[config.mk]
export PLATFORM = sky130hd
export DESIGN_NAME = error_rate_circuit_breaker_top_flat
export DESIGN_NICKNAME = d
export VERILOG_FILES = /design/src/erb_pkg.sv /design/src/erb_if.sv /design/src/erb_cfg_regs.sv /design/src/erb_front.sv /design/src/erb_back.sv /design/src/error_rate_circuit_breaker_top.sv /design/src/flat_wrapper.sv
export SDC_FILE = /design/constraint.sdc
export NUM_CORES = 2
export LEC_CHECK = 0
export CORE_MARGIN = 4
export CORE_UTILIZATION = 65
export CTS_BUF_LIST = sky130_fd_sc_hd__clkbuf_8
export DETAILED_ROUTE_END_ITERATION = 7
export DONT_BUFFER_PORTS = 1
export PLACE_DENSITY_LB_ADDON = 0.15
export SLEW_MARGIN = 30
export SYNTH_ARGS = -nofsm -noshare
export SYNTH_HDL_FRONTEND = slang
export SYNTH_SLANG_ARGS = --single-unit
[constraint.sdc]
create_clock -name clk -period 15.56 [get_ports clk]
set_clock_uncertainty 0.15 [all_clocks]
set_input_delay 0 -clock clk [delete_from_list [all_inputs] [get_ports clk]]
set_output_delay 0 -clock clk [all_outputs]
set_load 0.05 [all_outputs]
[src/erb_pkg.sv]
package erb_pkg;

	localparam int unsigned TS_W    = 32;
	localparam int unsigned CNT_W   = 32;
	localparam int unsigned TOTAL_W = 33;
	localparam int unsigned TRIP_W  = 16;
	localparam int unsigned REG_W   = 16;
	localparam int unsigned RATIO_W = 10;
	localparam int unsigned IDX_W   = 3;

	typedef enum logic [IDX_W-1:0] {
		CFG_VALID_WINDOW    = 3'd0,
		CFG_BACKOFF_STEP    = 3'd1,
		CFG_ABSOLUTE_LIMIT  = 3'd2,
		CFG_RATE_FLOOR      = 3'd3,
		CFG_RATIO_PER_MILLE = 3'd4
	} cfg_idx_t;

	localparam logic [REG_W-1:0]   RST_VALID_WINDOW    = 16'd3600;
	localparam logic [REG_W-1:0]   RST_BACKOFF_STEP    = 16'd600;
	localparam logic [REG_W-1:0]   RST_ABSOLUTE_LIMIT  = 16'd12;
	localparam logic [REG_W-1:0]   RST_RATE_FLOOR      = 16'd6;
	localparam logic [RATIO_W-1:0] RST_RATIO_PER_MILLE = 10'd940;

	localparam logic CMD_ADMIT   = 1'b0;
	localparam logic CMD_OUTCOME = 1'b1;

	localparam logic [RATIO_W-1:0] PER_MILLE = 10'd1000;

	typedef struct packed {
		logic [REG_W-1:0]   valid_window;
		logic [REG_W-1:0]   backoff_step;
		logic [REG_W-1:0]   absolute_limit;
		logic [REG_W-1:0]   rate_floor;
		logic [RATIO_W-1:0] ratio_per_mille;
	} cfg_t;

	typedef struct packed {
		logic               command;
		logic [TS_W-1:0]    timestamp;
		logic [TOTAL_W-1:0] total;
	} entry_t;

	typedef struct packed {
		logic   valid;
		entry_t entry;
	} head_t;

endpackage

[src/erb_if.sv]
interface erb_req_if;
	logic        valid;
	logic        ready;
	logic        command;
	logic [31:0] timestamp;
	logic [31:0] error_count;
	logic [31:0] fatal_count;

	modport source (output valid, command, timestamp, error_count, fatal_count, input ready);
	modport sink (input valid, command, timestamp, error_count, fatal_count, output ready);
endinterface

interface erb_rsp_if;
	logic valid;
	logic ready;
	logic admitted;
	logic breaker_open;
	logic tripped;

	modport source (output valid, admitted, breaker_open, tripped, input ready);
	modport sink (input valid, admitted, breaker_open, tripped, output ready);
endinterface

interface erb_cfg_if;
	logic        valid;
	logic        ready;
	logic [2:0]  index;
	logic [15:0] data;

	modport source (output valid, index, data, input ready);
	modport sink (input valid, index, data, output ready);
endinterface

[src/erb_cfg_regs.sv]
module erb_cfg_regs (
	input  logic          clk,
	input  logic          arst_n,
	erb_cfg_if.sink       cfg,
	output erb_pkg::cfg_t regs
);

	erb_pkg::cfg_t regs_q;

	assign cfg.ready = 1'b1;
	assign regs      = regs_q;

	always_ff @(posedge clk or negedge arst_n) begin
		if (!arst_n) begin
			regs_q.valid_window    <= erb_pkg::RST_VALID_WINDOW;
			regs_q.backoff_step    <= erb_pkg::RST_BACKOFF_STEP;
			regs_q.absolute_limit  <= erb_pkg::RST_ABSOLUTE_LIMIT;
			regs_q.rate_floor      <= erb_pkg::RST_RATE_FLOOR;
			regs_q.ratio_per_mille <= erb_pkg::RST_RATIO_PER_MILLE;
		end else if (cfg.valid) begin
			unique case (cfg.index)
				erb_pkg::CFG_VALID_WINDOW:    regs_q.valid_window   <= cfg.data;
				erb_pkg::CFG_BACKOFF_STEP:    regs_q.backoff_step   <= cfg.data;
				erb_pkg::CFG_ABSOLUTE_LIMIT:  regs_q.absolute_limit <= cfg.data;
				erb_pkg::CFG_RATE_FLOOR:      regs_q.rate_floor     <= cfg.data;
				erb_pkg::CFG_RATIO_PER_MILLE: begin
					regs_q.ratio_per_mille <= cfg.data[erb_pkg::RATIO_W-1:0];
				end
				default: ;
			endcase
		end
	end

endmodule

[src/erb_front.sv]
module erb_front (
	input  logic           clk,
	input  logic           arst_n,
	erb_req_if.sink        req,
	input  logic           pop,
	output erb_pkg::head_t head
);

	erb_pkg::entry_t fifo_q [2];
	logic            wr_ptr_q;
	logic            rd_ptr_q;
	logic [1:0]      count_q;
	logic            push;
	erb_pkg::entry_t new_entry;

	assign req.ready = (count_q != 2'd2);
	assign push      = req.valid && req.ready;

	always_comb begin
		new_entry.command   = req.command;
		new_entry.timestamp = req.timestamp;
		new_entry.total     = {1'b0, req.error_count} + {1'b0, req.fatal_count};
	end

	assign head.valid = (count_q != 2'd0);
	assign head.entry = fifo_q[rd_ptr_q];

	always_ff @(posedge clk) begin
		if (push) begin
			fifo_q[wr_ptr_q] <= new_entry;
		end
	end

	always_ff @(posedge clk or negedge arst_n) begin
		if (!arst_n) begin
			wr_ptr_q <= 1'b0;
			rd_ptr_q <= 1'b0;
			count_q  <= 2'd0;
		end else begin
			if (push) begin
				wr_ptr_q <= ~wr_ptr_q;
			end
			if (pop) begin
				rd_ptr_q <= ~rd_ptr_q;
			end
			unique case ({push, pop})
				2'b10:   count_q <= count_q + 2'd1;
				2'b01:   count_q <= count_q - 2'd1;
				default: count_q <= count_q;
			endcase
		end
	end

endmodule

[src/erb_back.sv]
module erb_back (
	input  logic           clk,
	input  logic           arst_n,
	input  erb_pkg::cfg_t  regs,
	input  erb_pkg::head_t head,
	output logic           pop,
	erb_rsp_if.source      rsp
);

	typedef struct packed {
		logic                        open_flag;
		logic [erb_pkg::TS_W-1:0]    trip_time;
		logic [erb_pkg::TRIP_W-1:0]  trip_count;
		logic [erb_pkg::CNT_W-1:0]   risky_calls;
		logic [erb_pkg::CNT_W-1:0]   safe_calls;
		logic [erb_pkg::TOTAL_W-1:0] saved_total;
		logic [erb_pkg::TS_W-1:0]    last_risk_time;
		logic                        risk_seen;
	} state_t;

	state_t st_q;
	state_t st_d;
	logic   out_valid_q;
	logic   admitted_q;
	logic   open_q;
	logic   tripped_q;
	logic   admitted_d;
	logic   tripped_d;

	logic [erb_pkg::TS_W-1:0]    ts;
	logic [erb_pkg::TOTAL_W-1:0] total;
	logic [erb_pkg::TS_W-1:0]    since_risk;
	logic [erb_pkg::TS_W-1:0]    since_trip;
	logic [31:0]                 hold_time;
	logic [erb_pkg::CNT_W-1:0]   risky_inc;
	logic [41:0]                 lhs;
	logic [42:0]                 rhs;
	logic                        trip;

	assign pop = head.valid && (!out_valid_q || rsp.ready);

	assign ts         = head.entry.timestamp;
	assign total      = head.entry.total;
	assign since_risk = ts - st_q.last_risk_time;
	assign since_trip = ts - st_q.trip_time;
	assign hold_time  = {16'd0, regs.backoff_step} * {16'd0, st_q.trip_count};
	assign risky_inc  = (&st_q.risky_calls) ? st_q.risky_calls : st_q.risky_calls + 32'd1;
	assign lhs        = 42'(risky_inc) * 42'(erb_pkg::PER_MILLE);
	assign rhs        = 43'(regs.ratio_per_mille) *
	                    43'({1'b0, risky_inc} + {1'b0, st_q.safe_calls});

	always_comb begin
		if (st_q.safe_calls == '0) begin
			trip = risky_inc > 32'(regs.absolute_limit);
		end else begin
			trip = (risky_inc > 32'(regs.rate_floor)) && ({1'b0, lhs} > rhs);
		end
	end

	always_comb begin
		st_d       = st_q;
		admitted_d = 1'b1;
		tripped_d  = 1'b0;
		if (head.entry.command == erb_pkg::CMD_ADMIT) begin
			if (!st_q.open_flag) begin
				if (st_q.risk_seen && (since_risk > 32'(regs.valid_window))) begin
					st_d = '0;
				end
				st_d.saved_total = total;
			end else if (since_trip > hold_time) begin
				st_d             = '0;
				st_d.trip_count  = st_q.trip_count;
				st_d.saved_total = total;
			end else begin
				admitted_d = 1'b0;
			end
		end else if (!st_q.open_flag) begin
			if (total == st_q.saved_total) begin
				if (!(&st_q.safe_calls)) begin
					st_d.safe_calls = st_q.safe_calls + 32'd1;
				end
			end else begin
				st_d.risky_calls    = risky_inc;
				st_d.last_risk_time = ts;
				st_d.risk_seen      = 1'b1;
				if (trip) begin
					st_d.open_flag = 1'b1;
					st_d.trip_time = ts;
					if (!(&st_q.trip_count)) begin
						st_d.trip_count = st_q.trip_count + 16'd1;
					end
					tripped_d = 1'b1;
				end
			end
		end
	end

	always_ff @(posedge clk or negedge arst_n) begin
		if (!arst_n) begin
			st_q        <= '0;
			out_valid_q <= 1'b0;
		end else begin
			if (pop) begin
				st_q        <= st_d;
				out_valid_q <= 1'b1;
			end else if (rsp.ready) begin
				out_valid_q <= 1'b0;
			end
		end
	end

	always_ff @(posedge clk) begin
		if (pop) begin
			admitted_q <= admitted_d;
			open_q     <= st_d.open_flag;
			tripped_q  <= tripped_d;
		end
	end

	assign rsp.valid        = out_valid_q;
	assign rsp.admitted     = admitted_q;
	assign rsp.breaker_open = open_q;
	assign rsp.tripped      = tripped_q;

endmodule

[src/error_rate_circuit_breaker_top.sv]
// Error-rate circuit breaker.
// req carries one request per handshake: command (admission or outcome),
// timestamp, and the caller's cumulative error and fatal counts.
// rsp returns exactly one result per request, in order: admitted,
// breaker_open and tripped.
// cfg writes one of five registers (index 0..4: valid window, backoff
// step, absolute limit, rate floor, per-mille ratio); ready is always high.
// Write registers only while no request is in flight.
// Throughput: one request per cycle while rsp takes results. The front
// adds the counts and pushes into a two-entry queue; the back applies
// the breaker state update combinationally and loads the result
// register, so that update loop sets the rate.
// A request passes the queue, then the result register, on its way to rsp.
// Reset clears the breaker state and loads the register defaults; the
// block takes requests from the first cycle after reset.
// When rsp stalls, the result register holds, the queue fills, and then
// req.ready drops until rsp takes a result.
module error_rate_circuit_breaker_top (
	input  logic      clk,
	input  logic      arst_n,
	erb_req_if.sink   req,
	erb_rsp_if.source rsp,
	erb_cfg_if.sink   cfg
);

	erb_pkg::cfg_t  regs;
	erb_pkg::head_t head;
	logic           pop;

	erb_cfg_regs u_cfg (
		.clk    (clk),
		.arst_n (arst_n),
		.cfg    (cfg),
		.regs   (regs)
	);

	erb_front u_front (
		.clk    (clk),
		.arst_n (arst_n),
		.req    (req),
		.pop    (pop),
		.head   (head)
	);

	erb_back u_back (
		.clk    (clk),
		.arst_n (arst_n),
		.regs   (regs),
		.head   (head),
		.pop    (pop),
		.rsp    (rsp)
	);

endmodule
[src/flat_wrapper.sv]
// flat-port wrapper written by rule: the top's interface ports become plain ports
module error_rate_circuit_breaker_top_flat 
  (clk, arst_n, req_valid, req_command, req_timestamp, req_error_count, req_fatal_count, req_ready, rsp_valid, rsp_admitted, rsp_breaker_open, rsp_tripped, rsp_ready, cfg_valid, cfg_index, cfg_data, cfg_ready);
  erb_req_if req_i ();
  erb_rsp_if rsp_i ();
  erb_cfg_if cfg_i ();
  input  logic clk;
  input  logic arst_n;
  input wire logic [$bits(req_i.valid)-1:0] req_valid;
  input wire logic [$bits(req_i.command)-1:0] req_command;
  input wire logic [$bits(req_i.timestamp)-1:0] req_timestamp;
  input wire logic [$bits(req_i.error_count)-1:0] req_error_count;
  input wire logic [$bits(req_i.fatal_count)-1:0] req_fatal_count;
  output wire logic [$bits(req_i.ready)-1:0] req_ready;
  output wire logic [$bits(rsp_i.valid)-1:0] rsp_valid;
  output wire logic [$bits(rsp_i.admitted)-1:0] rsp_admitted;
  output wire logic [$bits(rsp_i.breaker_open)-1:0] rsp_breaker_open;
  output wire logic [$bits(rsp_i.tripped)-1:0] rsp_tripped;
  input wire logic [$bits(rsp_i.ready)-1:0] rsp_ready;
  input wire logic [$bits(cfg_i.valid)-1:0] cfg_valid;
  input wire logic [$bits(cfg_i.index)-1:0] cfg_index;
  input wire logic [$bits(cfg_i.data)-1:0] cfg_data;
  output wire logic [$bits(cfg_i.ready)-1:0] cfg_ready;
  assign req_i.valid = req_valid;
  assign req_i.command = req_command;
  assign req_i.timestamp = req_timestamp;
  assign req_i.error_count = req_error_count;
  assign req_i.fatal_count = req_fatal_count;
  assign req_ready = req_i.ready;
  assign rsp_valid = rsp_i.valid;
  assign rsp_admitted = rsp_i.admitted;
  assign rsp_breaker_open = rsp_i.breaker_open;
  assign rsp_tripped = rsp_i.tripped;
  assign rsp_i.ready = rsp_ready;
  assign cfg_i.valid = cfg_valid;
  assign cfg_i.index = cfg_index;
  assign cfg_i.data = cfg_data;
  assign cfg_ready = cfg_i.ready;
  error_rate_circuit_breaker_top u_core (.clk(clk), .arst_n(arst_n), .req(req_i), .rsp(rsp_i), .cfg(cfg_i));
endmodule
=== After elaboration in Yosys (flattened, before gate mapping) ===
Memory sizes are Yosys's and may differ from the RTL's.
Cells that the tools add are included.

* Bits in registers: 261
* RAM bits: 132
* Input port bits: 121
* Output and inout port bits: 6
* Word-level logic and storage cells: 107
* Memories: 1

* $add $sub $neg: 9
* $mul: 3
* Magnitude comparators: 5
* Equal/unequal tests: 15
* Multiplexer cells: 22
* Bitwise operators: 4
* Reduce and logical (&&, ||, !) cells: 28

{| class="wikitable"
|+ Memory list
! memory !! words !! width !! read ports !! clocked after memory_dff !! write ports !! RTL line !! source
|-
| u_core.u_front.fifo_q || 2 || 66 || 1 || 0 || 1 || erb_front.sv:9 || <nowiki>erb_pkg::entry_t fifo_q [2];</nowiki>
|}

{| class="wikitable"
|+ Operators with widths
! operator !! count
|-
| $mux W179 || 2
|-
| $mux W113 || 2
|-
| $mux W178 || 1
|-
| $mux W33 || 3
|-
| $gt A32 B16 Y1 || 3
|-
| $mux W32 || 3
|-
| $mux W81 || 1
|-
| $add A32 B32 Y33 || 2
|-
| $add A32 B1 Y32 const B || 2
|-
| $reduce_and A32 Y1 || 2
|-
| $sub A32 B32 Y32 || 2
|-
| $mux W49 || 1
|-
| $gt A42 B43 Y1 || 1
|-
| $mul A10 B33 Y43 || 1
|-
| $mul A32 B7 Y39 const B || 1
|-
| $eq A33 B33 Y1 || 1
|-
| $gt A32 B32 Y1 || 1
|-
| $logic_not A32 Y1 || 1
|-
| $mul A16 B16 Y32 || 1
|-
| $reduce_and A6 Y1 || 3
|-
| $add A16 B1 Y16 const B || 1
|-
| $mux W16 || 1
|-
| $reduce_and A16 Y1 || 1
|-
| $ne A2 B2 Y1 const B || 5
|-
| 22 further kinds || 44
|}

=== Logic depth before layout (Yosys ltp) ===
* Word-level depth: 11
* Gate-level depth with buffers: 56
* Gate-level depth less buffers: 54

=== By module ===
From an unflattened synthesis, not the netlist that was laid out.

* Cells, all modules: 5237
* Area total of the unflattened synthesis: 49992.9 um^2

{| class="wikitable"
|+ By module, submodules not included
! module !! times used !! cells an instance !! area an instance (um^2) !! seq. area each (um^2)
|-
| erb_back || 1 || 4629 || 40587.7 || 4594.4
|-
| erb_front || 1 || 446 || 6536.3 || 4063.9
|-
| erb_cfg_regs || 1 || 162 || 2869.0 || 1874.3
|}

=== Least setup slack after synthesis ===
Ideal clock, no wire load.

* Kind: reg2reg
* From: reg u_core.u_back.st_q[104] (netlist bit)
* To: reg u_core.u_back.st_q[139] (netlist bit)
* Library setup time: 126 ps
* Arrival time: 11832 ps
* Data required time: 15284 ps
* Slack: 3452 ps
* Stages on the path, launching flop included: 53
* Path buffers: 2
* Period minus slack after synthesis: 12108 ps
* Path through: dfrtp_1 > nand4_1 > nor3_1 > and4b_1 > nand2_1 > and4_1 > clkbuf_1 > and3_1 > xnor2_1 > inv_1 > ha_1 > a21oi_1 > o21ai_0 > and4_1 > o31ai_1 > a21oi_1 > a41o_1 > o21ai_0 > [... 17 more ...] > a21oi_2 > o21ai_1 > o21ai_0 > a211oi_1 > nor2b_1 > xor2_1 > ha_1 > a21o_1 > a21o_1 > a31oi_1 > a2111oi_0 > o21ai_0 > a211o_1 > o41ai_2 > o21bai_1 > a21o_1 > buf_6 > a221o_1

* Longest elaborated chain between the ends: 9
* Elaborated cells between the ends (all ways): 13
* Classes of those cells: add/sub (2); mul (2); order compare (3); eq/ne (1); mux (2); reduce/logical (3)

{| class="wikitable"
|+ Ends and longest elaborated chain
! element !! RTL line !! source
|-
| start, declared || erb_back.sv:21 || <nowiki>state_t st_q;</nowiki>
|-
| start signal, assigned || erb_back.sv:104 || <nowiki>st_q <= st_d;</nowiki>
|-
| $add A32 B1 Y32 or $reduce_and A32 Y1 (tied branches) || erb_back.sv:47 || <nowiki>assign risky_inc = (&st_q.risky_calls) ? st_q.risky_calls : st_q.risky_calls + 32'd1;</nowiki>
|-
| $mux W32 * || erb_back.sv:47 ||
|-
| $add A32 B32 Y33 || erb_back.sv:50 || <nowiki>43'({1'b0, risky_inc} + {1'b0, st_q.safe_calls});</nowiki>
|-
| $mul A10 B33 Y43 || erb_back.sv:49 || <nowiki>assign rhs = 43'(regs.ratio_per_mille) *</nowiki>
|-
| $gt A42 B43 Y1 || erb_back.sv:56 || <nowiki>trip = (risky_inc > 32'(regs.rate_floor)) && ({1'b0, lhs} > rhs);</nowiki>
|-
| $logic_and A1 B1 Y1 || erb_back.sv:56 ||
|-
| $mux W1 * || erb_back.sv:53 || <nowiki>if (st_q.safe_calls == '0) begin</nowiki>
|-
| $ne A2 B1 Y1 (no line) * || - ||
|-
| $reduce_and A6 Y1 (no line) * || - ||
|}

Mark *: on every way between the ends. The rest lies on a longest branch, timed or not.
A chain may end at the register's enable or synchronous reset.

=== Worst setup path after layout ===
Ends and elaborated chain as after synthesis.

==> reports/results.txt <==
Seq/Total Area, Yosys - 21.52%
Cell Area, Synth - 48950 um^2
Finished Layout Cells - 6427
CTS tree - built
DR iter-0 viols - 3232
grt total ovfl - 0
PwrDens - 132.6 nW/um^2
Crit. End Element - flop
Post-CTS Setup Bufs - 0
class of the worst hold path - in -> reg
Worst slew margin - 24.77%
setup TNS - 0 ps
Synth Area per Inst - 9.360 um^2
initial antenna violation count - 8
clock latency on the worst-skew pair - 650 ps
Top FF cell, synth - dfrtp_1
Area Overhead vs Synth - 9.939%
Residual DRC - 0
Final Util - 72.16%
Top cell by count, worst path - fa_1
starting density of the core - 65.64%
final setup vio count - 0
CP peak stage delay - 580 ps
Synth Net Count - 6441
die area - 79760 um^2
Cell Area, Placed - 49890 um^2
Highest Clock Rate - 68.10 MHz
Leakage - 26.89 nW
type of origin of the critical path - flop
vias post-DR - 38949
I/O pin count - 127
# rows - 100
GPL Wtd Cong - 0.9457
period utilisation layout - 94.37%
clock root buffer - clkbuf_8
Routed wire per std cell - 19.94 um
most common cell after layout, fill and taps aside - inv_1
placed insts - 6072
Layout Nets - 6616
Worst Path Required - 15900 ps
Die X - 282.4 um
Fin. Hold Viols - 0
Crit Path Max Fanout - 16
Slew Viols, Final - 0
htree depth - 3
Synth async-reset ratio - 65.65%
ANT nets after route - 0
status - finished clean
Core ar. - 74570 um^2
Clock transition at path regs - 60 ps
#FFs+latches synth - 393
CTS buffer count - 66
final instance area - 53810 um^2
Cells after Synth - 5229
Post-synth EDFFs - 135
Overall Global Routing Usage - 32.91%
largest net degree at the start of global routing - 259
synth warn - 0
worst vdd ir - 0.0002992 V
clock sink count - 393
most frequent cells in the layout - inv_1, nand2_1, fa_1
Longest Clk Path Bufs - 3
Chip Height - 282.4 um
Avg Vias per Cell - 6.060
Worst-Margin Slew - 1126 ps
DRT Wirelength - 128100 um
CP max stage cell - o21ai_0
drt pass-1 iters - 6
Final min period - 14680 ps
first-pass GRT wire length - 210200 um
CP Class - reg -> reg
Max-Cap Viols - 0
Port Buffer Count - 0
layout cells sized above 1 - 4.895%
hpwl dp - 93420 um
critical path arrival - 15020 ps
vias in the first global route - 39183
number of unique standard cell types used by synthesis - 83
==> state kept, by name, indices dropped and copies added (netlist names) <==
signal / cells
u_core.u_back.st_q: 179
u_core.u_front.fifo_q: 132
u_core.u_cfg.regs: 74
u_core.u_front.count_q: 2
u_core.u_back.rsp.admitted: 1
u_core.u_back.rsp.breaker_open: 1
u_core.u_back.rsp.tripped: 1
u_core.u_back.rsp.valid: 1
u_core.u_front.rd_ptr_q: 1
u_core.u_front.wr_ptr_q: 1
==> stage by stage <==
step / total power, mW / hold WS [ps] / setup WS (ps)
3_5_place_dp: 5.936 / -431.4 / 784.6
3_3_place_gp: 5.843 / -430.4 / 1087
4_1_cts: 7.023 / 0.4516 / 694.3
2_1_floorplan: 4.791 / -445.6 / 3452
5_1_grt: 7.767 / 95.18 / -32.80
6_report: 7.134 / 100.1 / 876.5
==> final cells by class <==
cell class / instances / area [um^2]
Antenna cell: 4 / 10.01
Tap cell: 969 / 1212
Multi-Input combinational cell: 3903 / 35080
Clock inverter: 41 / 331.6
Fill cell: 5522 / 20760
Inverter: 763 / 2864
Clock buffer: 77 / 1060
Sequential cell: 393 / 10540
Timing Repair Buffer: 277 / 2716
==> worst max-delay path: cells and delay by family (launching register included) <==
| kind | cells | cell delay (ps) |
|---|---|---|
| simple gates | 14 | 2780 |
| xor+xnor | 3 | 860 |
| fa+ha+maj | 8 | 3640 |
| compound gates | 20 | 5970 |
| buf+inv | 5 | 680 |
| flops | 1 | 460 |
==> power breakdown <==
part / internal, mW / leakage (nW) / switching, mW
registers: 1.32 / 4.58 / 0.260
clock network: 0.526 / 0.797 / 0.461
logic: 1.82 / 21.5 / 2.74
==> metal layers <==
| layer | share of wire [%] | global-route usage [%] | up-vias |
|---|---|---|---|
| met3 | 8.1 | 5.357 | 304 |
| met2 | 46 | 52.36 | 1626 |
| li1 | - | - | 17756 |
| met1 | 43 | 47.18 | 19251 |
| met5 | 0.059 | 0 | - |
| met4 | 3.1 | 9.519 | 12 |
==> synthesized netlist by cell type (13+ instances only) <==
cell type	count	share of area (%)
o31ai_1	77	1.2
a21boi_0	13	0.20
dfrtp_1	240	12
and2_1	281	3.6
nor2b_1	41	0.52
clkbuf_1	125	0.96
o21bai_1	30	0.46
dfstp_2	18	0.97
ha_1	528	13
edfxtp_1	135	8.3
mux2_2	47	1.1
a21o_1	163	2.5
nand2b_1	41	0.52
o21a_1	41	0.63
nand3_1	84	0.86
fa_1	563	23
nor3b_1	14	0.21
or3_1	14	0.18
nor4_1	50	0.64
nor3_1	47	0.48
and3_1	31	0.40
mux2i_1	70	1.4
inv_1	763	5.9
o21ai_0	229	2.3
a31oi_1	25	0.32
a221o_1	15	0.31
a211oi_1	14	0.21
a21oi_1	214	2.2
buf_2	23	0.24
nand4_1	58	0.74
xnor2_1	160	2.9
xor2_1	119	2.1
nor2_1	185	1.4
o211ai_1	14	0.21
nand2_1	598	4.6
==> final timing paths <==
path                                    startpoint                      end  slack, ps  depth (start not counted)
min in group asynchronous                   arst_n   u_core.u_back.st_q[26]        380                          3
hold reg to reg              u_core.u_back.st_q[5]    u_core.u_back.st_q[5]        320                          2
setup / recovery           u_core.u_back.st_q[104]  u_core.u_back.st_q[139]        880                         50
setup reg to reg           u_core.u_back.st_q[104]  u_core.u_back.st_q[139]        880                         50
hold / removal                        cfg_index[1]    u_core.u_cfg.regs[33]        100                          4
max in group asynchronous                   arst_n     u_core.u_cfg.regs[4]      13600                          4
==> repair_timing <==
item / CTS / global route
endpoints found under the hold margin: 492 / 117
hold buffers: 230 / 1
gates resized for setup: 0 / 14
endpoints found under the setup margin: 0 / 48
==> cell families (layout without fill, tap and decap cells) <==
logic type	count (synthesis)	count (layout)	share of synthesized area, %
and+or+nand+nor	1480	1480	14.74
adders and majority gates	1091	1091	36.52
AOI/OAI and AO/OA	935	935	12.41
buffers and inverters	933	1158	7.296
DFF	393	393	21.52
xor gates and xnor gates	279	279	4.992
muxes	117	117	2.513
other	1	5	0.007662
Power figures use the tool's default switching activity.
